<file path="src/sv/swfr_pkg.sv">
// ----------------------------------------------------------------------------
// swfr_pkg
// Types, codes and helpers shared by the stop-and-wait frame receiver.
// ----------------------------------------------------------------------------
package swfr_pkg;

  // Defaults for the top-level parameters
  localparam int PAYLOAD_BYTES_DEF = 509;
  localparam int LENGTH_BITS_DEF   = 24;

  // Address field width in commands; covers frames up to 1024 bytes
  localparam int ADDR_BITS   = 10;
  localparam int QUEUE_DEPTH = 4;

  localparam int COUNT_BITS  = 9;
  localparam int MSGLEN_BITS = 24;

  localparam logic [7:0] CODE_ACK  = 8'h01;
  localparam logic [7:0] CODE_NAK  = 8'h02;
  localparam logic [7:0] FLAG_LAST = 8'h08;
  localparam logic [7:0] SUM_GOOD  = 8'hFF;
  localparam logic [7:0] SEQ_INIT  = 8'hFF;

  localparam logic OP_FRAME_BYTE = 1'b0;
  localparam logic OP_READ       = 1'b1;

  localparam logic KIND_VERDICT = 1'b0;
  localparam logic KIND_READ    = 1'b1;

  typedef struct packed {
    logic       operation;
    logic [7:0] data_byte;
    logic       frame_end;
    logic [8:0] read_index;
  } in_item_t;

  typedef struct packed {
    logic                   result_kind;
    logic [7:0]             reply_sum;
    logic [7:0]             reply_code;
    logic [7:0]             reply_seq;
    logic                   new_data;
    logic                   end_of_message;
    logic [COUNT_BITS-1:0]  payload_count;
    logic [MSGLEN_BITS-1:0] message_length;
    logic [7:0]             read_data;
  } out_item_t;

  // Command from the front end to the back end
  typedef struct packed {
    logic                 wr_en;
    logic [ADDR_BITS-1:0] wr_addr;
    logic [7:0]           wr_data;
    logic                 emit;
    logic                 rd_en;
    logic [ADDR_BITS-1:0] rd_addr;
    out_item_t            item;
  } cmd_t;

  // 8-bit add with end-around carry
  function automatic logic [7:0] fold_add(input logic [7:0] a, input logic [7:0] b);
    logic [8:0] t;
    t = {1'b0, a} + {1'b0, b};
    return t[7:0] + {7'd0, t[8]};
  endfunction

endpackage

</file>
<file path="src/sv/swfr_queue.sv">
// ----------------------------------------------------------------------------
// swfr_queue
// Small register FIFO with occupancy count.
// ----------------------------------------------------------------------------
module swfr_queue #(
  parameter type item_t = logic,
  parameter int  DEPTH  = swfr_pkg::QUEUE_DEPTH
) (
  input  logic                       clk,
  input  logic                       rst_n,
  input  logic                       push,
  input  item_t                      push_item,
  output logic                       full,
  input  logic                       pop,
  output item_t                      pop_item,
  output logic                       empty,
  output logic [$clog2(DEPTH+1)-1:0] count
);

  localparam int PTR_BITS = (DEPTH > 1) ? $clog2(DEPTH) : 1;
  localparam int CNT_BITS = $clog2(DEPTH + 1);

  item_t               slot_r [DEPTH];
  logic [PTR_BITS-1:0] wr_ptr_r, wr_ptr_nxt;
  logic [PTR_BITS-1:0] rd_ptr_r, rd_ptr_nxt;
  logic [CNT_BITS-1:0] count_r, count_nxt;
  logic                do_push, do_pop;

  assign full     = (count_r == CNT_BITS'(DEPTH));
  assign empty    = (count_r == '0);
  assign count    = count_r;
  assign pop_item = slot_r[rd_ptr_r];
  assign do_push  = push && !full;
  assign do_pop   = pop && !empty;

  always_comb begin
    wr_ptr_nxt = wr_ptr_r;
    rd_ptr_nxt = rd_ptr_r;
    count_nxt  = count_r;
    if (do_push) begin
      wr_ptr_nxt = (wr_ptr_r == PTR_BITS'(DEPTH - 1)) ? '0 : wr_ptr_r + 1'b1;
    end
    if (do_pop) begin
      rd_ptr_nxt = (rd_ptr_r == PTR_BITS'(DEPTH - 1)) ? '0 : rd_ptr_r + 1'b1;
    end
    if (do_push && !do_pop) begin
      count_nxt = count_r + 1'b1;
    end else if (do_pop && !do_push) begin
      count_nxt = count_r - 1'b1;
    end
  end

  always_ff @(posedge clk) begin
    if (!rst_n) begin
      wr_ptr_r <= '0;
      rd_ptr_r <= '0;
      count_r  <= '0;
    end else begin
      wr_ptr_r <= wr_ptr_nxt;
      rd_ptr_r <= rd_ptr_nxt;
      count_r  <= count_nxt;
    end
  end

  always_ff @(posedge clk) begin
    if (do_push) begin
      slot_r[wr_ptr_r] <= push_item;
    end
  end

endmodule

</file>
<file path="config.mk">
export PLATFORM = sky130hd
export DESIGN_NAME = swfr_queue
export DESIGN_NICKNAME = d
export VERILOG_FILES = /design/src/sv/swfr_pkg.sv /design/src/sv/swfr_queue.sv
export SDC_FILE = /design/constraint.sdc
export NUM_CORES = 1
export LEC_CHECK = 0
export ABC_AREA = 0
export BUFFER_PORTS_ARGS = -buffer_cell sky130_fd_sc_hd__buf_2
export CAP_MARGIN = 40
export CORE_MARGIN = 2
export CORE_UTILIZATION = 35
export DETAILED_ROUTE_END_ITERATION = 12
export GPL_ROUTABILITY_DRIVEN = 1
export SLEW_MARGIN = 20
export SYNTH_ARGS = -nofsm -noshare
export SYNTH_HDL_FRONTEND = slang
export SYNTH_SLANG_ARGS = --single-unit
</file>
<file path="constraint.sdc">
create_clock -name clk -period 3.04 [get_ports clk]
set_input_delay 0.304 -clock clk [delete_from_list [all_inputs] [get_ports clk]]
set_output_delay 0.304 -clock clk [all_outputs]
set_load 0.01 [all_outputs]
</file>
---- Word level (Yosys, flattened, before mapping) ----
Memory sizes are Yosys's and may differ from the RTL's. A register that Yosys moved wholly into a read port is not among the register bits.
Cells that the tools add are included.
word-level totals
  register bits after elaboration ......... 7
  latch bits .............................. 0
  bits in writable memories ............... 4
  ROM bits ................................ 0
  input bits .............................. 5
  output and inout port bits .............. 6
  word-level logic and storage cells ...... 29
  memories ................................ 1
memories
  name    depth  width  rd ports  clocked after memory_dff  wr ports  line              RTL
  slot_r  4      1      1         1                         1         swfr_queue.sv:23  item_t slot_r [DEPTH];
operators by class
  add/subtract/negate cells ............... 4
  multiply operators ...................... 0
  divide/modulo/power cells ............... 0
  magnitude comparators ................... 0
  eq/ne operators ......................... 3
  shift-type cells ........................ 0
  mux-type cells .......................... 8
  bitwise gates (word level) .............. 0
  reduce and logical (&&, ||, !) cells .... 10
operators by type and width
  kind                                                                 count
  2-bit 2-to-1 mux                                                     4
  3-bit 2-to-1 mux                                                     2
  2-bit by 1-bit adder with 2-bit output (second input constant)       2
  2-bit equality test (second input constant)                          2
  1-bit logical AND                                                    4
  1-bit logical NOT                                                    4
  3-bit by 1-bit adder with 3-bit output (second input constant)       1
  3-bit equality test (second input constant)                          1
  3-bit logical NOT                                                    1
  3-bit by 1-bit subtractor with 3-bit output (second input constant)  1
  1-bit 2-to-1 mux                                                     2
  2-bit nonzero test                                                   1

---- Longest topological paths before layout ----
Gate-level depths: netlist of run 1.
  word-level depth ........................ 7
  depth in mapped cells ................... 9
  mapped depth without buffers ............ 8

---- Worst setup path before layout of run 1 ----
OpenSTA, ideal clock, no wires.
  kind .................................... register -> register
  from .................................... reg count_r[0], in the netlist count[0]
  to ...................................... reg count_r[2], in the netlist count[2]
  setup time .............................. 70 ps
  data arrival time ....................... 2,034 ps
  required time ........................... 2,970 ps
  slack ................................... 936 ps
  cell stages (with the launch flop) ...... 10
  buffers on the path ..................... 1
  period minus slack after synthesis ...... 2,104 ps
  cell sequence ........................... dfxtp_1 -> nor3b_2 -> nor2b_1 -> buf_2 -> ha_1 -> inv_1 -> fa_1 -> xor2_1 -> or3_1 -> a21boi_1
between the ends
  cells in the longest elaborated chain, start to end .. 6
ends and longest elaborated chain
  item                                 line              RTL
  start, declared                      swfr_queue.sv:26  logic [CNT_BITS-1:0] count_r, count_nxt;
  start signal, assigned               swfr_queue.sv:61  count_r <= count_nxt;
  3-bit equality test (*)              swfr_queue.sv:29  assign full = (count_r == CNT_BITS'(DEPTH));
  named net full                       swfr_queue.sv:13  output logic full,
  1-bit logical NOT (*)                swfr_queue.sv:33  assign do_push = push && !full;
  1-bit logical AND (*)                swfr_queue.sv:33
  named net do_push                    swfr_queue.sv:27  logic do_push, do_pop;
  1-bit logical NOT                    swfr_queue.sv:48  end else if (do_pop && !do_push) begin
  1-bit logical AND                    swfr_queue.sv:48
  2-bit nonzero test (no source line)  -
Mark *: on every way through the listed nets, which the timed path passes. The rest lies on a longest branch. The select of a mux whose other input is x is not followed.
A chain may end at the register's enable or synchronous reset.

---- Final worst setup path of run 1 ----
  from .................................... reg count_r[0], in the netlist count[0]
  to ...................................... reg count_r[2], in the netlist count[2]
between the ends
  cells in the longest elaborated chain, start to end .. 6
ends and longest elaborated chain
  item
  parallel branches: the longest is 6 deep, another holds 3-bit by 1-bit subtractor with 3-bit output
Several ways; the timed one is not identified. The select of a mux whose other input is x is not followed.

==> impl_metrics.tcl, run 1 <==
set metrics [dict create \
    outcome "complete, no violations" \
    synth.most_common_cell "dfxtp_1" \
    regArea_um2 300.3 \
    rrSetupSlack_ns 0.66 \
    start_util 0.3678 \
    cp_cell_sequence "nor3b_2, nor2b_1, ha_1, inv_1, fa_1, xor2_1, or3_1, a21boi_1" \
    postRouteAntennaNets 0 \
    fin_nets 81 \
    rsz0062_at_grt "no" \
    holdBufCountCts 0 \
    worstHoldStart "push_item" \
    placed_cells 89 \
    yosys_warnings 0 \
    yosys_most_used_dff "dfxtp_1" \
    r2r_end "count[2]" \
    post-synth-top-area-fraction 0.2869 \
    fmax_mhz 421.0 \
    cp_max_fo 7 \
    cts_tree "done" \
    fin_util 0.4256 \
    die-height_um 46.36 \
    antenna_found_initial 0 \
    critPathArrivalTime_ns 2.58 \
    syn_nets 68 \
    crit_path_end_kind "flop" \
    seqPwrFrac 0.464 \
    r2r_cells 8 \
    stdcell_count 93 \
    clock_skew_ns 0.006789 \
    syn_area_per_cell_um2 11.22 \
    setup_tns_ns 0 \
    clk_pin_slew_ns 0.08 \
    post-cts-setup-buffer-count 0 \
    critical_path.top_delay_family "simple AND/OR/NAND/NOR gates" \
    critPathRequiredTime_ns 3.25 \
    critPathKind "reg -> reg" \
    intPower_w 0.0003760 \
    ctsResizeCount 0 \
    clock_power_share 0.179 \
    synth_common_cells "dfxtp_1 (9), ha_1 (6), nand2_1 (6)" \
    slew_headroom 0.6399 \
    placed_area_um2 700.7 \
    grt_overflow 0 \
    p_sw_w 0.0001908 \
    period_share 0.7814 \
    drt_pass1_iterations 4 \
    dp_slack_ns 0.6402 \
    holdPathEnd "slot_r[3]" \
    p_leak_nw 0.3135 \
    startpoint_type "flop" \
    finalSetupViolations 0 \
    cts-root-buf "clkbuf_4" \
    htree_levels 1 \
    clock_latency_ns 0.27 \
    fin_crit_ns 2.376 \
    async_flop_share 0 \
    syn_inst 56 \
    drc 0 \
    tightestPinTransition_ns 0.5391 \
    combPwrFrac 0.357 \
    slowest_stage "dfxtp_1" \
    synth.distinct_cells 22 \
    multi_input_area_um2 307.8 \
    via_per_inst 4.323 \
    critical_path.max_stage_delay_ns 0.48 \
    rows 15 \
    synthTopCellsByArea "dfxtp_1 (29%), edfxtp_1 (19%), ha_1 (12%), and2_1 (5.0%), mux2i_1 (4.8%)" \
    synth_edf_count 4 \
    port_buffers 10 \
    cts_buffers 3 \
    grt_max_degree 12 \
    clkSinkCount 13 \
    avgRoutedWirePerCell_um 9.183 \
    grt_pass1_wl_um 1324 \
    die_w_um 46.36 \
    hp-class "in -> reg" \
    drv_cap 0 \
    hold_depth 1 \
    grt_pass1_vias 332 \
    drv_slew 0 \
    power.density_nw_per_um2 779.7 \
    r2r_start "count[0]" \
    switching_share 0.3367 \
    fp.coreArea_um2 1708 \
    ir_drop_v 0.0003121 \
    hold_viol 0 \
    nFillCells 161 \
    setup_slack_ns 0.6644 \
    dpl.hpwl_um 659.4 \
    place.gp.congestion 0.6753 \
    drive_above_1_share 0.2353 \
    syn-cell-area_um2 628.1 \
    critPathBufInv 1 \
    track_usage 0.09267 \
    final_cell_area_um2 726.9 \
    diodes 0 \
    drtIter0Drc 4 \
    area_growth_pct 15.74 \
    drt_wl_total_um 854 \
    num_vias 402 \
    ys_seq_area_frac 0.4781 \
    die-area_um2 2149 \
    synth_seq_cells 13 \
    synth_largest_area_cell "dfxtp_1" \
    cts_buffer_depth 2 \
    io_pins 11 \
]
## routing by layer
layer | share of wire | global-route usage
met1 | 0.49 | 0.1010
met2 | 0.46 | 0.1444
met3 | 0.030 | 0.05882
met4 | 0.020 | 0.03429
met5 | 0 | 0
## metrics by stage
stage | hold WS (ns) | total power [W]
finish | 0.2482 | 0.0005668
global route | 0.2417 | 0.0006115
CTS | 0.2423 | 0.0005790
detailed placement | 0.4908 | 0.0004720
global placement | 0.4902 | 0.0004673
floorplan | 0.4029 | 0.0004147
## cell usage in the layout, fill, tap and decap left out
cell	instances
nor3b_2	1
edfxtp_1	4
o21ai_0	3
nor2_1	2
nor2b_1	2
xor2_1	1
clkbuf_4	3
clkbuf_1	1
inv_1	3
or3_1	1
a21boi_1	1
mux2i_1	3
buf_2	10
nand2_1	6
dfxtp_1	9
mux4_2	1
fa_1	1
and2_1	5
nor3_1	1
ha_1	6
nand3_1	2
o31ai_2	1
xnor2_1	1
## cell families (layout without fill, tap and decap cells)
family	count (synthesis)	count (layout)	share of synthesized area
AO/OA/AOI/OAI	5	5	0.05577
buffers and inverters	5	17	0.03186
XOR/XNOR	2	2	0.02789
adder cells (fa/ha/maj)	7	7	0.1514
flip-flops	13	13	0.4781
multiplexers	4	4	0.08366
AND/OR/NAND/NOR	20	20	0.1713
## worst max path at each step
| stage | from | end | slack [ns] | depth (start not counted) |
|---|---|---|---|---|
| 2_1_floorplan | count[0] | count[2] | 0.94 | 9 |
| 3_5_place_dp | count[0] | count[2] | 0.64 | 8 |
| 3_3_place_gp | count[0] | count[2] | 0.67 | 8 |
| 6_report | count[0] | count[2] | 0.66 | 8 |
| 4_1_cts | count[0] | count[2] | 0.62 | 8 |
| 5_1_grt | count[0] | count[2] | 0.50 | 8 |
## area by class of cell
class,instances,share of cell area
well taps,25,0.04303
flip-flops and latches,13,0.4131
clock buffers,4,0.03614
repair buffers,10,0.06885
inverters,3,0.01549
multi-input cells,38,0.4234
## worst register-to-register path: cells and delay by family (launching register included)
kind / cells / cell delay, ns
buffers and inverters: 1 / 0.06
adder cells (fa/ha/maj): 2 / 0.64
AND/OR/NAND/NOR: 3 / 0.84
AO/OA/AOI/OAI: 1 / 0.13
flip-flops: 1 / 0.48
XOR/XNOR: 1 / 0.16
## power groups by stage
stage               registers, W  logic [W]  clock network (W)
detailed placement      0.000268   0.000204                  0
global route            0.000269   0.000230           0.000112
global placement        0.000267   0.000201                  0
floorplan               0.000267   0.000148                  0
CTS                     0.000264   0.000206           0.000108
finish                  0.000263   0.000202           0.000102
No activity file was read; power rests on OpenSTA's default activity.
==> run 2: changes to the inputs <==
Clock period 3.04 ns to 2.35 ns, I/O delays scaled along.
==> run 2 against run 1 <==
Net effect: flip-flop and latch count stayed put; sequential power increased by 29%; routed wire length grew 1.1%; clock power rose by 31%; sequential share of layout area is 0.84 points lower; hold slack worse by 0.069 ns; maximum frequency rose by 18%; via count is 1.2% higher; first-iteration DRC count shrank 50%; clock skew fell by 0.0027 ns; critical endpoint unchanged; highest routed layer is now met3.
==> impl_metrics.tcl, run 2 (synthesis gave the netlist of run 1 again) <==
set metrics [dict create \
    track_usage 0.09823 \
    holdBufCountCts 0 \
    slew_headroom 0.8175 \
    crit_path_end_kind "flop" \
    drtIter0Drc 2 \
    via_per_inst 4.284 \
    critical_path.max_stage_delay_ns 0.39 \
    rsz0062_at_grt "no" \
    critical_path.top_delay_family "adder cells" \
    fp.coreArea_um2 1708 \
    diodes 0 \
    power_w 0.0007510 \
    drt_wl_total_um 863 \
    area_growth_pct 18.13 \
    critPathBufInv 1 \
    port_buffers 10 \
    startpoint "count[0]" \
    layout_common_cells "buf_2 (10), dfxtp_1 (9), nand2_1 (6), ha_1 (6), and2_1 (5)" \
    place.gp.congestion 0.6860 \
    die-height_um 46.36 \
    p_leak_nw 0.3229 \
    cp_cell_sequence "o31ai_2, ha_1, inv_1, fa_1, xor2_1, or3_1, a21boi_1" \
    clock_latency_ns 0.27 \
    clkSinkCount 13 \
    grt_overflow 0 \
    cp_max_fo 6 \
    cts_tree "done" \
    r2r_end "count[2]" \
    drt_pass1_iterations 2 \
    final_cell_area_um2 742.0 \
    num_vias 407 \
    critPathRequiredTime_ns 2.55 \
    io_pins 11 \
    outcome "complete, no violations" \
    clock_skew_ns 0.004101 \
    placed_area_um2 715.7 \
    critPathKind "reg -> reg" \
    htree_levels 1 \
    fin_nets 83 \
    postRouteAntennaNets 0 \
    slowest_stage "dfxtp_1" \
    fin_crit_ns 2.011 \
    grt_max_degree 12 \
    crit_cells 7 \
    cts-root-buf "clkbuf_4" \
    period_share 0.8558 \
    drc 0 \
    power.density_nw_per_um2 1012 \
    grt_pass1_wl_um 1476 \
    setup_tns_ns 0 \
    start_util 0.3678 \
    final_common_cell "buf_2" \
    r2r_start "count[0]" \
    tightestPinTransition_ns 0.2734 \
    fin_util 0.4344 \
    die-area_um2 2149 \
    critPathArrivalTime_ns 2.21 \
    hold_viol 0 \
    ctsResizeCount 0 \
    grt_pass1_vias 378 \
    endpoint "count[2]" \
    drv_cap 0 \
    startpoint_type "flop" \
    fmax_mhz 497.2 \
    rrSetupSlack_ns 0.34 \
    avgRoutedWirePerCell_um 9.084 \
    cts_buffers 3 \
    finalSetupViolations 0 \
    drv_slew 0 \
    r2r_cells 7 \
    dpl.hpwl_um 680.6 \
    die_w_um 46.36 \
    post-cts-setup-buffer-count 0 \
    antenna_found_initial 0 \
    ir_drop_v 0.0003984 \
    cts_buffer_depth 2 \
    drive_above_1_share 0.2571 \
    hp-class "in -> reg" \
    rows 15 \
    clk_pin_slew_ns 0.08 \
]
-- run 2: cell types whose count changed in the layout (fill, tap and decap cells not counted), sizes merged --
cell,delta
buf,+2
-- run 2: worst reg2reg max path: cells and delay by family, from the launching register on --
kind            cells  cell delay [ns]
fa+ha+maj           2             0.60
xor+xnor            1             0.15
flops               1             0.39
buf+inv             1             0.06
compound gates      2             0.45
simple gates        1             0.31
-- run 2: worst min-delay path by stage --
stage / end / from / slack (ns) / cells after the start
after floorplan: slot_r[0] / push_item / 0.33 / 0
after global placement: slot_r[2] / push_item / 0.45 / 1
after detailed placement: slot_r[0] / push_item / 0.46 / 1
after CTS: slot_r[0] / push_item / 0.17 / 1
after global routing: slot_r[0] / push_item / 0.18 / 1
final: slot_r[0] / push_item / 0.18 / 1
-- run 2: layer usage --
metal,part of all wire,wire [um],up-vias,GRT usage
li1,-,-,217,-
met1,0.45,388,186,0.1127
met2,0.53,454,4,0.1667
met3,0.023,20,0,0.02353
met4,0,0,0,0.05143
met5,0,0,-,0
-- run 2: area by class of cell --
| cell class | instances | area [um2] |
|---|---|---|
| fill | 183 | 965.9 |
| multi-input combinational | 38 | 307.8 |
| sequential | 13 | 300.3 |
| timing repair buffer | 12 | 65.06 |
| tap | 25 | 31.28 |
| clock buffer | 4 | 26.28 |
| inverter | 3 | 11.26 |
-- run 2: report_power, final --
part | total, W | switching [W] | internal, W
Clock | 0.000134 | 0.0000687 | 0.0000656
Sequential | 0.000339 | 0.0000538 | 0.000286
Combinational | 0.000277 | 0.000130 | 0.000147
-- run 2: stage by stage --
step,hold slack (ns),std cells,setup slack (ns)
6_report,0.1792,95,0.3389
3_5_place_dp,0.4592,91,0.3275
4_1_cts,0.1743,95,0.3143
5_1_grt,0.1753,95,0.1794
2_1_floorplan,0.3339,56,0.2459
3_3_place_gp,0.4544,91,0.3597
==> run 3: changes to the inputs <==
Settings changed: SETUP_SLACK_MARGIN from default to 0.4.
==> run 3 against run 2 <==
Net effect: register-to-register slack better by 0.03 ns; non-clock buffer count is 5 higher; hold slack better by 0.0018 ns; sequential share of layout area decreased by 3.4 points; clock power about the same; maximum frequency increased by 1.8%; design area up 13%; die area unchanged; final cell count grew 5.3%; sequential power increased by 6.2%; critical path depth grew 1; first-iteration DRC count unchanged; largest cell class unchanged.
==> impl_metrics.tcl, run 3 (synthesis gave the netlist of run 1 again) <==
set metrics [dict create \
    htree_levels 1 \
    critPathArrivalTime_ns 2.18 \
    startpoint_type "flop" \
    final_common_cell "buf_2" \
    fp.coreArea_um2 1708 \
    die-area_um2 2149 \
    seqPwrFrac 0.418 \
    area_growth_pct 33.67 \
    cp_max_fo 4 \
    stdcell_count 100 \
    crit_path_end_kind "flop" \
    drtIter0Drc 2 \
    clkSinkCount 13 \
    placed_area_um2 742.0 \
    p_sw_w 0.0002913 \
    grt_pass1_wl_um 1642 \
    outcome "complete, no violations" \
    placed_cells 90 \
    final_cell_area_um2 839.6 \
    fin_crit_ns 1.976 \
    clock_power_share 0.154 \
    critPathRequiredTime_ns 2.55 \
    critPathBufInv 1 \
    die-height_um 46.36 \
    tightestPinTransition_ns 0.2488 \
    slew_headroom 0.8324 \
    cts_buffer_depth 2 \
    cts_tree "done" \
    hold_viol 0 \
    fmax_mhz 506.0 \
    num_vias 427 \
    start_util 0.3678 \
    rows 15 \
    combPwrFrac 0.428 \
    avgRoutedWirePerCell_um 10.08 \
    grt_overflow 0 \
    critical_path.top_delay_family "simple AND/OR/NAND/NOR gates" \
    track_usage 0.1129 \
    via_per_inst 4.270 \
    rsz0062_at_grt "yes" \
    grt_pass1_vias 395 \
    clk_pin_slew_ns 0.07 \
    fin_nets 88 \
    slowest_stage "or3_4" \
    wl_met3_um 57 \
    critPathKind "reg -> reg" \
    postRouteAntennaNets 0 \
    drt_pass1_iterations 3 \
    die_w_um 46.36 \
    antenna_found_initial 0 \
    intPower_w 0.0005711 \
    ir_drop_v 0.0005308 \
    finalSetupViolations 0 \
    drt_wl_total_um 1008 \
    top_layer_used "met3" \
    cp_cell_sequence "nor3b_4, nor2b_2, ha_4, inv_1, fa_2, xor2_2, or3_4, a21boi_2" \
    cts_buffers 3 \
    io_pins 11 \
    drc 0 \
    critical_path.max_stage_delay_ns 0.37 \
    layout_common_cells "buf_2 (10), buf_4 (7), nand2_1 (6), dfxtp_1 (6)" \
    clock_latency_ns 0.27 \
    period_share 0.8410 \
    holdBufCountCts 0 \
    hp-class "in -> reg" \
    drive_above_1_share 0.4267 \
    setup_tns_ns 0 \
    diodes 0 \
    grt_max_degree 12 \
    place.gp.congestion 0.6766 \
    power.density_nw_per_um2 1027 \
    switching_share 0.3378 \
    port_buffers 10 \
    p_leak_nw 0.3534 \
    drv_slew 0 \
    drv_cap 0 \
    route.met2.wl_um 546 \
    dpl.hpwl_um 690.1 \
    wl_met1_um 405 \
    clock_skew_ns 0.001857 \
    cts-root-buf "clkbuf_4" \
]
==> run 3: worst reg2reg max path, cell delays in order (launching register included) <==
cell and delay (ns):
dfxtp_4 0.36, nor3b_4 0.15, nor2b_2 0.18, ha_4 0.16, inv_1 0.05, fa_2 0.34, xor2_2 0.16, or3_4 0.37
a21boi_2 0.13
==> run 3: worst paths after layout <==
kind	startpoint	end	slack (ns)	cells past startpoint
hold reg to reg	wr_ptr_r[1]	wr_ptr_r[1]	0.50	2
setup reg to reg	count[2]	count[2]	0.37	8
setup / recovery	count[2]	count[2]	0.37	8
hold / removal	push_item	slot_r[3]	0.18	1
==> run 3: per-layer routing <==
layer,vias to the layer above,track usage
met5,-,0
met4,0,0.03429
li1,227,-
met1,194,0.1253
met3,0,0.07059
met2,6,0.1778
==> run 3: per-stage QoR <==
stage                       util  setup WS [ns]  power (W)  hold slack, ns
after detailed placement  0.4344         0.3157  0.0006579          0.4579
after CTS                 0.4747         0.4009  0.0008303          0.1691
after global placement    0.4344         0.3585  0.0006566          0.4541
after floorplan                -         0.4049  0.0005777          0.3339
final                     0.4916         0.3736  0.0008624          0.1810
after global routing      0.4916         0.3057  0.0009344          0.1757
==> run 3: power by group through the flow <==
stage          logic [W]  clock network [W]  registers, W
2_1_floorplan   0.000215                  0      0.000362
3_3_place_gp    0.000293                  0      0.000363
3_5_place_dp    0.000293                  0      0.000365
4_1_cts         0.000330           0.000140      0.000360
5_1_grt         0.000416           0.000149      0.000370
6_report        0.000369           0.000133      0.000360
==> run 3: cell type report <==
cell class,instances,area [um2]
multi-input combinational,38,356.6
fill,165,868.3
inverter,3,11.26
timing repair buffer,17,102.6
clock buffer,4,26.28
sequential,13,311.5
tap,25,31.28
==> run 3: what timing repair did <==
action / 4_1_cts / 5_1_grt
endpoints found under the setup margin: 1 / 1
pin swaps: 1 / 2
cloned: 0 / 0
resized for setup: 2 / 5
setup buffers: 5 / 1
